<file path="config.mk">
export PLATFORM = sky130hd
export DESIGN_NAME = ecg_peak_rate_alarm_top
export DESIGN_NICKNAME = d
export VERILOG_FILES = /design/src/hw/rtl/epra_pkg.sv /design/src/hw/rtl/ecg_peak_rate_alarm_top.sv /design/src/hw/rtl/epra_cfg_regs.sv /design/src/hw/rtl/epra_ctrl.sv /design/src/hw/rtl/epra_datapath.sv
export SDC_FILE = /design/constraint.sdc
export NUM_CORES = 2
export LEC_CHECK = 0
export BUFFER_PORTS_ARGS = -buffer_cell sky130_fd_sc_hd__buf_2
export CORE_MARGIN = 3
export CORE_UTILIZATION = 45
export DETAILED_ROUTE_END_ITERATION = 16
export RECOVER_POWER = 50
export SYNTH_ARGS = -nofsm -noshare
export SYNTH_HDL_FRONTEND = slang
export SYNTH_HIERARCHICAL = 1
export SYNTH_SLANG_ARGS = --single-unit
</file>
<file path="constraint.sdc">
create_clock -name clk -period 10.62 [get_ports clk]
set_input_delay 0.531 -clock clk [delete_from_list [all_inputs] [get_ports clk]]
set_output_delay 0.531 -clock clk [all_outputs]
set_load 0.02 [all_outputs]
</file>
<file path="src/hw/rtl/epra_pkg.sv">
// Shared types and constants for the ECG peak rate alarm block.
// No dependencies; imported by every module of the block.
`default_nettype none

package epra_pkg;

    localparam int unsigned SAMPLE_W   = 16;
    localparam int unsigned TIME_W     = 32;
    localparam int unsigned BPM_W      = 16;
    localparam int unsigned ALARM_W    = 2;
    localparam int unsigned ADDR_W     = 5;
    localparam int unsigned DIV_STEPS  = 16;
    localparam int unsigned STEP_CNT_W = 4;
    localparam int unsigned PROD_W     = BPM_W + TIME_W;

    localparam logic [BPM_W-1:0] RATE_NUMERATOR    = 16'd60000;
    localparam logic [BPM_W-1:0] FORCED_NORMAL_BPM = 16'd75;
    localparam logic [BPM_W-1:0] FORCED_TACHY_BPM  = 16'd170;

    typedef enum logic [ALARM_W-1:0] {
        ALARM_NONE     = 2'd0,
        ALARM_ASYSTOLE = 2'd1,
        ALARM_TACHY    = 2'd2
    } alarm_t;

    typedef enum logic [2:0] {
        REG_PEAK_THRESHOLD = 3'd0,
        REG_ASYSTOLE_LIMIT = 3'd1,
        REG_TACHY_LIMIT    = 3'd2,
        REG_MIN_INTERVAL   = 3'd3,
        REG_FORCE_ENABLE   = 3'd4,
        REG_FORCE_LEVEL    = 3'd5,
        REG_FORCE_MAX      = 3'd6,
        REG_UNUSED         = 3'd7
    } reg_index_t;

    typedef enum logic [1:0] {
        ST_IDLE,
        ST_INIT,
        ST_DIV,
        ST_DONE
    } ctrl_state_t;

    typedef struct packed {
        logic signed [SAMPLE_W-1:0] peak_threshold;
        logic [15:0]                asystole_limit_ms;
        logic [15:0]                tachy_bpm_limit;
        logic [15:0]                min_interval_ms;
        logic                       force_enable;
        logic signed [SAMPLE_W-1:0] force_level;
        logic [15:0]                force_max_interval_ms;
    } cfg_t;

    typedef struct packed {
        logic load;
        logic init;
        logic step;
        logic finish;
    } dp_cmd_t;

    typedef struct packed {
        logic out_free;
    } dp_status_t;

endpackage

`default_nettype wire

</file>
<file path="src/hw/rtl/ecg_peak_rate_alarm_top.sv">
// Top level of the ECG R-peak rate and alarm block.
// Depends on epra_pkg, epra_cfg_regs, epra_ctrl and epra_datapath.
//
//  channel   dir   handshake                fields
//  s_axis    in    s_tvalid / s_tready      sample, time_ms
//  m_axis    out   m_tvalid / m_tready      sample_out, bpm, alarm
//  apb       in    psel/penable/pready      7 registers at 4*i
//
// Each word passes through accept, divider setup, 16 restoring divide steps
// for 60000 / interval, then commit into the output register.
// Reset clears the peak time, the armed flag and the output valid.
// A result waiting in the output register does not stop the next word from
// being accepted and divided; only the commit waits for m_tready.
`default_nettype none

module ecg_peak_rate_alarm_top (
    input  wire logic        clk,
    input  wire logic        rst_n,
    input  wire logic        s_tvalid,
    output logic             s_tready,
    input  wire logic [47:0] s_tdata,  // sample[15:0], time_ms[47:16]
    output logic             m_tvalid,
    input  wire logic        m_tready,
    output logic [39:0]      m_tdata,  // sample_out[15:0], bpm[31:16], alarm[33:32], zero
    input  wire logic        psel,
    input  wire logic        penable,
    input  wire logic        pwrite,
    input  wire logic [4:0]  paddr,
    input  wire logic [31:0] pwdata,
    output logic [31:0]      prdata,
    output logic             pready
);
    import epra_pkg::*;

    cfg_t                cfg;
    dp_cmd_t             cmd;
    dp_status_t          status;
    logic [SAMPLE_W-1:0] out_sample;
    logic [BPM_W-1:0]    out_bpm;
    logic [ALARM_W-1:0]  out_alarm;

    assign m_tdata = {6'd0, out_alarm, out_bpm, out_sample};

    epra_cfg_regs u_cfg (
        .clk     (clk),
        .rst_n   (rst_n),
        .psel    (psel),
        .penable (penable),
        .pwrite  (pwrite),
        .paddr   (paddr),
        .pwdata  (pwdata),
        .prdata  (prdata),
        .pready  (pready),
        .cfg     (cfg)
    );

    epra_ctrl u_ctrl (
        .clk      (clk),
        .rst_n    (rst_n),
        .in_valid (s_tvalid),
        .in_ready (s_tready),
        .status   (status),
        .cmd      (cmd)
    );

    epra_datapath u_dp (
        .clk        (clk),
        .rst_n      (rst_n),
        .cfg        (cfg),
        .cmd        (cmd),
        .status     (status),
        .in_sample  (s_tdata[15:0]),
        .in_time    (s_tdata[47:16]),
        .out_valid  (m_tvalid),
        .out_ready  (m_tready),
        .out_sample (out_sample),
        .out_bpm    (out_bpm),
        .out_alarm  (out_alarm)
    );

endmodule

`default_nettype wire

</file>
<file path="src/hw/rtl/epra_cfg_regs.sv">
// Configuration register file behind the APB-style port.
// Depends on epra_pkg for the register index codes and cfg_t.
`default_nettype none

module epra_cfg_regs (
    input  wire logic                       clk,
    input  wire logic                       rst_n,
    input  wire logic                       psel,
    input  wire logic                       penable,
    input  wire logic                       pwrite,
    input  wire logic [epra_pkg::ADDR_W-1:0] paddr,
    input  wire logic [31:0]                pwdata,
    output logic [31:0]                     prdata,
    output logic                            pready,
    output epra_pkg::cfg_t                  cfg
);
    import epra_pkg::*;

    cfg_t       cfg_reg;
    cfg_t       cfg_next;
    reg_index_t index;
    logic       wr_en;

    assign pready = 1'b1;
    assign index  = reg_index_t'(paddr[ADDR_W-1:2]);
    assign wr_en  = psel && penable && pwrite && pready;
    assign cfg    = cfg_reg;

    always_comb
    begin
        cfg_next = cfg_reg;
        if (wr_en)
        begin
            case (index)
                REG_PEAK_THRESHOLD: cfg_next.peak_threshold        = pwdata[15:0];
                REG_ASYSTOLE_LIMIT: cfg_next.asystole_limit_ms     = pwdata[15:0];
                REG_TACHY_LIMIT:    cfg_next.tachy_bpm_limit       = pwdata[15:0];
                REG_MIN_INTERVAL:   cfg_next.min_interval_ms       = pwdata[15:0];
                REG_FORCE_ENABLE:   cfg_next.force_enable          = pwdata[0];
                REG_FORCE_LEVEL:    cfg_next.force_level           = pwdata[15:0];
                REG_FORCE_MAX:      cfg_next.force_max_interval_ms = pwdata[15:0];
                default:            cfg_next = cfg_reg;
            endcase
        end
    end

    always_comb
    begin
        case (index)
            REG_PEAK_THRESHOLD: prdata = {16'd0, cfg_reg.peak_threshold};
            REG_ASYSTOLE_LIMIT: prdata = {16'd0, cfg_reg.asystole_limit_ms};
            REG_TACHY_LIMIT:    prdata = {16'd0, cfg_reg.tachy_bpm_limit};
            REG_MIN_INTERVAL:   prdata = {16'd0, cfg_reg.min_interval_ms};
            REG_FORCE_ENABLE:   prdata = {31'd0, cfg_reg.force_enable};
            REG_FORCE_LEVEL:    prdata = {16'd0, cfg_reg.force_level};
            REG_FORCE_MAX:      prdata = {16'd0, cfg_reg.force_max_interval_ms};
            default:            prdata = 32'd0;
        endcase
    end

    always_ff @(posedge clk or negedge rst_n)
    begin
        if (!rst_n)
        begin
            cfg_reg.peak_threshold        <= 16'sd2048;
            cfg_reg.asystole_limit_ms     <= 16'd2500;
            cfg_reg.tachy_bpm_limit       <= 16'd140;
            cfg_reg.min_interval_ms       <= 16'd50;
            cfg_reg.force_enable          <= 1'b1;
            cfg_reg.force_level           <= 16'sd6144;
            cfg_reg.force_max_interval_ms <= 16'd400;
        end
        else
        begin
            cfg_reg <= cfg_next;
        end
    end

endmodule

`default_nettype wire

</file>
<file path="src/hw/rtl/epra_ctrl.sv">
// Sequencer for one word: capture, divider setup, divide steps, commit.
// Depends on epra_pkg for the state enum and command/status structs.
`default_nettype none

module epra_ctrl (
    input  wire logic                 clk,
    input  wire logic                 rst_n,
    input  wire logic                 in_valid,
    output logic                      in_ready,
    input  wire epra_pkg::dp_status_t status,
    output epra_pkg::dp_cmd_t         cmd
);
    import epra_pkg::*;

    ctrl_state_t           state_reg;
    ctrl_state_t           state_next;
    logic [STEP_CNT_W-1:0] step_cnt_reg;
    logic [STEP_CNT_W-1:0] step_cnt_next;
    logic                  last_step;

    assign last_step = (step_cnt_reg == STEP_CNT_W'(DIV_STEPS - 1));

    always_comb
    begin
        state_next    = state_reg;
        step_cnt_next = step_cnt_reg;
        case (state_reg)
            ST_IDLE:
            begin
                if (in_valid)
                begin
                    state_next = ST_INIT;
                end
            end
            ST_INIT:
            begin
                step_cnt_next = '0;
                state_next    = ST_DIV;
            end
            ST_DIV:
            begin
                step_cnt_next = step_cnt_reg + 1'b1;
                if (last_step)
                begin
                    state_next = ST_DONE;
                end
            end
            ST_DONE:
            begin
                if (status.out_free)
                begin
                    state_next = ST_IDLE;
                end
            end
            default:
            begin
                state_next = ST_IDLE;
            end
        endcase
    end

    always_comb
    begin
        cmd      = '0;
        in_ready = 1'b0;
        case (state_reg)
            ST_IDLE:
            begin
                in_ready = 1'b1;
                cmd.load = in_valid;
            end
            ST_INIT:
            begin
                cmd.init = 1'b1;
            end
            ST_DIV:
            begin
                cmd.step = 1'b1;
            end
            ST_DONE:
            begin
                cmd.finish = status.out_free;
            end
            default:
            begin
                cmd = '0;
            end
        endcase
    end

    always_ff @(posedge clk or negedge rst_n)
    begin
        if (!rst_n)
        begin
            state_reg    <= ST_IDLE;
            step_cnt_reg <= '0;
        end
        else
        begin
            state_reg    <= state_next;
            step_cnt_reg <= step_cnt_next;
        end
    end

endmodule

`default_nettype wire

</file>
<file path="src/hw/rtl/epra_datapath.sv">
// Datapath: word capture, interval, restoring rate divider, tachy product,
// peak state and the output register. Depends on epra_pkg.
`default_nettype none

module epra_datapath (
    input  wire logic                         clk,
    input  wire logic                         rst_n,
    input  wire epra_pkg::cfg_t               cfg,
    input  wire epra_pkg::dp_cmd_t            cmd,
    output epra_pkg::dp_status_t              status,
    input  wire logic [epra_pkg::SAMPLE_W-1:0] in_sample,
    input  wire logic [epra_pkg::TIME_W-1:0]   in_time,
    output logic                              out_valid,
    input  wire logic                         out_ready,
    output logic [epra_pkg::SAMPLE_W-1:0]     out_sample,
    output logic [epra_pkg::BPM_W-1:0]        out_bpm,
    output logic [epra_pkg::ALARM_W-1:0]      out_alarm
);
    import epra_pkg::*;

    logic signed [SAMPLE_W-1:0] sample_reg;
    logic [TIME_W-1:0]          time_reg;
    logic [TIME_W-1:0]          interval_reg;
    logic [PROD_W-1:0]          prod_reg;
    logic [BPM_W-1:0]           rem_reg;
    logic [BPM_W-1:0]           quo_reg;
    logic [TIME_W-1:0]          last_peak_reg;
    logic                       armed_reg;
    logic                       out_valid_reg;
    logic [SAMPLE_W-1:0]        out_sample_reg;
    logic [BPM_W-1:0]           out_bpm_reg;
    alarm_t                     out_alarm_reg;

    logic [BPM_W:0]             shifted;
    logic [BPM_W:0]             divisor;
    logic                       ge;
    logic                       forced;
    logic                       forced_tachy;
    logic                       asystole;
    logic                       rising;
    logic                       tachy;
    logic [BPM_W-1:0]           rate;
    logic [BPM_W-1:0]           bpm_next;
    alarm_t                     alarm_next;
    logic                       peak_next;
    logic                       armed_next;

    assign status.out_free = !out_valid_reg || out_ready;
    assign out_valid       = out_valid_reg;
    assign out_sample      = out_sample_reg;
    assign out_bpm         = out_bpm_reg;
    assign out_alarm       = out_alarm_reg;

    assign divisor = {1'b0, interval_reg[BPM_W-1:0]};
    assign shifted = {rem_reg, quo_reg[BPM_W-1]};
    assign ge      = (shifted >= divisor);

    always_comb
    begin
        forced       = cfg.force_enable && (sample_reg > cfg.force_level);
        forced_tachy = (interval_reg < {16'd0, cfg.force_max_interval_ms})
                       && (interval_reg > {16'd0, cfg.min_interval_ms});
        asystole     = interval_reg > {16'd0, cfg.asystole_limit_ms};
        rising       = (sample_reg > cfg.peak_threshold) && !armed_reg;
        tachy        = (interval_reg > {16'd0, cfg.min_interval_ms})
                       && (prod_reg < PROD_W'(RATE_NUMERATOR));
        if (interval_reg == '0)
        begin
            rate = RATE_NUMERATOR;
        end
        else if (interval_reg > TIME_W'(RATE_NUMERATOR))
        begin
            rate = '0;
        end
        else
        begin
            rate = quo_reg;
        end

        bpm_next   = '0;
        alarm_next = ALARM_NONE;
        peak_next  = 1'b0;
        armed_next = armed_reg;
        if (forced)
        begin
            peak_next = 1'b1;
            if (forced_tachy)
            begin
                bpm_next   = FORCED_TACHY_BPM;
                alarm_next = ALARM_TACHY;
            end
            else
            begin
                bpm_next = FORCED_NORMAL_BPM;
            end
        end
        else
        begin
            if (asystole)
            begin
                alarm_next = ALARM_ASYSTOLE;
                peak_next  = 1'b1;
            end
            if (rising)
            begin
                armed_next = 1'b1;
                peak_next  = 1'b1;
                bpm_next   = rate;
                if (tachy)
                begin
                    alarm_next = ALARM_TACHY;
                end
            end
            else if (sample_reg < cfg.peak_threshold)
            begin
                armed_next = 1'b0;
            end
        end
    end

    always_ff @(posedge clk)
    begin
        prod_reg <= PROD_W'(cfg.tachy_bpm_limit) * PROD_W'(interval_reg);
        if (cmd.load)
        begin
            sample_reg   <= in_sample;
            time_reg     <= in_time;
            interval_reg <= in_time - last_peak_reg;
        end
        if (cmd.init)
        begin
            rem_reg <= '0;
            quo_reg <= RATE_NUMERATOR;
        end
        else if (cmd.step)
        begin
            rem_reg <= ge ? BPM_W'(shifted - divisor) : shifted[BPM_W-1:0];
            quo_reg <= {quo_reg[BPM_W-2:0], ge};
        end
        if (cmd.finish)
        begin
            out_sample_reg <= sample_reg;
            out_bpm_reg    <= bpm_next;
            out_alarm_reg  <= alarm_next;
        end
    end

    always_ff @(posedge clk or negedge rst_n)
    begin
        if (!rst_n)
        begin
            last_peak_reg <= '0;
            armed_reg     <= 1'b0;
            out_valid_reg <= 1'b0;
        end
        else
        begin
            if (cmd.finish)
            begin
                armed_reg <= armed_next;
                if (peak_next)
                begin
                    last_peak_reg <= time_reg;
                end
            end
            if (cmd.finish)
            begin
                out_valid_reg <= 1'b1;
            end
            else if (out_ready)
            begin
                out_valid_reg <= 1'b0;
            end
        end
    end

endmodule

`default_nettype wire
</file>
==> impl.org <==
** Route
- The routed design has slightly above 80,000 µm of wire.
- Count of vias placed by the detailed router :: approximately 23,000
- After the first detailed-routing iteration, the DRC count stood at between 1,000 and 1,500.
- Remaining routing DRC violations :: 0
- Vias/cell :: 5.24
- Wirelength per Cell :: roughly 19 µm
- Antenna viol nets, final :: 0
- Before antenna repair, the detailed router went through 5 iterations.

** Critical path
- Endpoint of the worst register-to-register path :: u_dp/prod_reg[44]
- STA classifies the critical path startpoint as a register.
- Critical path data required time :: 11.03 ns
- Maximum net fanout on the critical path :: 20
- Number of cells traversed by the worst register-to-register path :: 22
- The worst setup path is captured at a register.
- Reg-to-reg critical path startpoint :: u_cfg/cfg[57]
- The setup check on the worst reg-to-reg path leaves a slack of between 2 and 3 ns.
- Worst endpoint data arrival time :: roughly 8.4 ns
- By startpoint and endpoint, the worst setup path is classified as reg2reg.

** STA
- Setup total negative slack on the finished layout was measured at 0 ns.
- The routed design could run at a clock period as short as ~8.0 ns.
- Maximum clock skew at final layout :: about 0.017 ns
- Setup violations remaining at the end of the flow were counted as 0.
- Actual slew at the worst max-slew pin :: between 4 and 5 ns
- Achievable Freq :: 0.125 GHz
- The final critical path takes up between 70% and 80% of the cycle.
- Setup repair after global routing missed its margin :: false
- Worst Slack Setup Final :: approximately 2.6 ns
- Final hold violation count :: 0
- The max-slew violation count was approximately 300.
- In this run the tightest slew margin relative to its limit is -176%.

** Finish
- At the end of the flow, the number of nets in the layout was roughly 4,200.
- Syn-to-layout area delta :: 7.68%
- Of the cells placed in the final design, the portion with a size suffix greater than 1 is under 10%.
- Post-layout instance count excluding filler cells :: 4,371
- Number of flip-flops in the largest register :: 97
- The number of antenna diodes in the final layout is 0.

** CTS
- The cell sitting at the root of the clock tree is a sky130_fd_sc_hd__clkbuf_16.
- Buffer levels on the longest clock path :: 3
- CTS tree :: done
- Gates resized, CTS repair :: 0
- The number of clock buffers added by TritonCTS is 36.
- Hold repair after CTS inserted 0 buffers.
- Post-CTS Setup Inserts :: 0
- CTS saw 326 sinks.
- For the worst-skew pair, the clock arrives at the later sink with an insertion delay of around 0.54 ns.
- Number of H-tree levels :: 2
- Clock-pin slew was measured on the worst setup and hold paths at about 0.060 ns.

** GRT
- Largest net degree at the start of global routing :: 74
- First-pass GRT wire length :: ~130,000 µm
- The via count of the first global-routing pass is 24,121.
- Initial antenna violation count :: 0
- Global routing used between 20% and 30% of the available tracks across all layers.
- Overflow left after global routing :: 0

** Die
- Die footprint :: 76,000 µm²
- DIE HEIGHT :: ~280 µm
- Count of pins on the block boundary :: between 150 and 200
- The region available for standard cell placement spans approximately 72,000 µm².
- Rows :: a little under 100
- In this run the horizontal extent of the chip is 276 µm.
- Once the floorplan was initialized, standard cells occupied about 46% of the core.

** Worst hold path
- Counting instances, the worst hold path has a depth of 1.
- Path category of the worst min-delay check :: in2reg
- The worst hold path terminates at u_dp/sample_reg[5].
- The worst hold path begins at s_tdata[5].

** Logic synthesis
- In the synthesized netlist the dominant register cell turns out to be sky130_fd_sc_hd__dfrtp_1.
- Average cell area after synthesis :: ~10 µm²
- Fraction of registers with async set or reset after synthesis :: 42.0%
- Synthesis produced a netlist whose cell count is between 3,000 and 4,000.
- Summing the sequential cell areas from Yosys gives 25.6% of the chip area.
- Number of synthesized flops with an enable pin :: between 100 and 150
- Summing every instance area after synthesis gives about 33,000 µm².
- Synth warnings :: 6
- Synthesis instantiated 83 different standard cells from the library.
- Synthesis inferred between 300 and 400 register bits.

** Place
- Count of input and output buffers :: 125
- Placed cell count :: about 4,300
- Summed over all nets, the half-perimeter wirelength after detailed placement is between 60,000 and 70,000 µm.
- DP Worst Slack :: approximately 2.6 ns
- At the end of routability-driven placement, the weighted congestion stood at between 0.8 and 0.9.

** Run status
- Status :: complete, but fails checks
- The final reports fail on capacitance limit, slew limit.

** Flow run
- Maximum Capacitance Violations :: 6
## synth_stat cells, types with 85 or more instances
cell type                  instances  share of area, %
sky130_fd_sc_hd__a21oi_1         113               1.7
sky130_fd_sc_hd__fa_1            419                26
sky130_fd_sc_hd__nor2_1           85              0.97
sky130_fd_sc_hd__mux2_2          108               3.7
sky130_fd_sc_hd__ha_1            248               9.5
sky130_fd_sc_hd__clkbuf_1        122               1.4
sky130_fd_sc_hd__inv_1           619               7.1
sky130_fd_sc_hd__edfxtp_1        114                10
sky130_fd_sc_hd__dfrtp_1         119               9.1
sky130_fd_sc_hd__and2_1          223               4.3
sky130_fd_sc_hd__nand2_1         385               4.4
## cell type report
type,count,area (µm²)
repair buffers,164,822
multi-input cells,2246,21300
fillers,6755,36500
inverters,620,2330
flip-flops and latches,326,8390
clock buffers,44,1000
clock inverters,21,185
well taps,950,1190
## logic make-up after synthesis
logic type                 after synthesis  synth area share (%)
and+or+nand+nor                        893                  13.5
buffers and inverters                  789                  9.47
adders and majority gates              667                  35.1
AOI/OAI and AO/OA                      406                  8.25
DFF                                    326                  25.6
muxes                                  175                  5.88
xor gates and xnor gates                82                  2.19
other                                    3                0.0344
## worst max path at each step
stage / start / end / cells after the start
floorplan: u_dp/interval_reg[5] / u_dp/prod_reg[44] / 24
global placement: u_cfg/cfg[57] / u_dp/prod_reg[44] / 22
detailed placement: u_cfg/cfg[57] / u_dp/prod_reg[44] / 22
CTS: u_cfg/cfg[57] / u_dp/prod_reg[44] / 22
global route: u_cfg/cfg[57] / u_dp/prod_reg[44] / 22
finish: u_cfg/cfg[57] / u_dp/prod_reg[44] / 22
## critical path: stages, from the launching register on
cell and delay (ns):
sky130_fd_sc_hd__dfrtp_1 0.93, sky130_fd_sc_hd__buf_4 0.46, sky130_fd_sc_hd__nand2_1 0.13, sky130_fd_sc_hd__fa_1 0.54, sky130_fd_sc_hd__inv_1 0.06, sky130_fd_sc_hd__fa_1 0.50
sky130_fd_sc_hd__inv_1 0.05, sky130_fd_sc_hd__fa_1 0.47, sky130_fd_sc_hd__inv_1 0.06, sky130_fd_sc_hd__fa_1 0.51, sky130_fd_sc_hd__fa_1 0.55, sky130_fd_sc_hd__inv_1 0.05
sky130_fd_sc_hd__fa_1 0.54, sky130_fd_sc_hd__inv_1 0.05, sky130_fd_sc_hd__ha_1 0.39, sky130_fd_sc_hd__a21o_1 0.25, sky130_fd_sc_hd__a2111oi_0 0.57, sky130_fd_sc_hd__o32ai_1 0.28
sky130_fd_sc_hd__a221oi_1 0.65, sky130_fd_sc_hd__o31ai_1 0.25, sky130_fd_sc_hd__a21oi_1 0.27, sky130_fd_sc_hd__o21ai_1 0.12, sky130_fd_sc_hd__xor2_1 0.14
## placed cells by master, fill, tap and decap left out, types with 21 or more instances in the layout
master,count
sky130_fd_sc_hd__inv_1,619
sky130_fd_sc_hd__fa_1,419
sky130_fd_sc_hd__nand2_1,385
sky130_fd_sc_hd__ha_1,248
sky130_fd_sc_hd__and2_1,221
sky130_fd_sc_hd__edfxtp_1,114
sky130_fd_sc_hd__a21oi_1,113
sky130_fd_sc_hd__dfrtp_1,111
sky130_fd_sc_hd__mux2_2,108
sky130_fd_sc_hd__nor2_1,85
sky130_fd_sc_hd__a21o_1,75
sky130_fd_sc_hd__dfxtp_1,75
sky130_fd_sc_hd__clkbuf_1,74
sky130_fd_sc_hd__o21ai_0,63
sky130_fd_sc_hd__buf_2,57
sky130_fd_sc_hd__xnor2_1,48
sky130_fd_sc_hd__mux2i_1,42
sky130_fd_sc_hd__clkbuf_16,38
sky130_fd_sc_hd__buf_4,36
sky130_fd_sc_hd__xor2_1,34
sky130_fd_sc_hd__nand4_1,32
sky130_fd_sc_hd__nor2b_1,30
sky130_fd_sc_hd__nand3_1,25
sky130_fd_sc_hd__conb_1,23
sky130_fd_sc_hd__a211oi_1,23
sky130_fd_sc_hd__mux2_1,23
sky130_fd_sc_hd__or2_2,21
## routing by layer
metal  GRT usage [%]  wire [µm]
met4            4.67       1570
met5               0          0
met1            31.6      37800
met3            2.79       4010
met2            37.7      39100
## metrics by stage
| stage | util [%] | hold WS [ns] | cell area, µm² |
|---|---|---|---|
| final | 49.2 | 0.168 | 35300 |
| after global routing | 49.2 | 0.143 | 35300 |
| after CTS | 49.3 | 0.0322 | 35400 |
| after detailed placement | 47.7 | 0.442 | 34200 |
| after global placement | 47.7 | 0.432 | 34200 |
| after floorplan | - | 0.235 | 32800 |
Power is left out: the tool's default activity adds up to more than one toggle a clock period on the data nets, which glitch-free logic cannot reach.
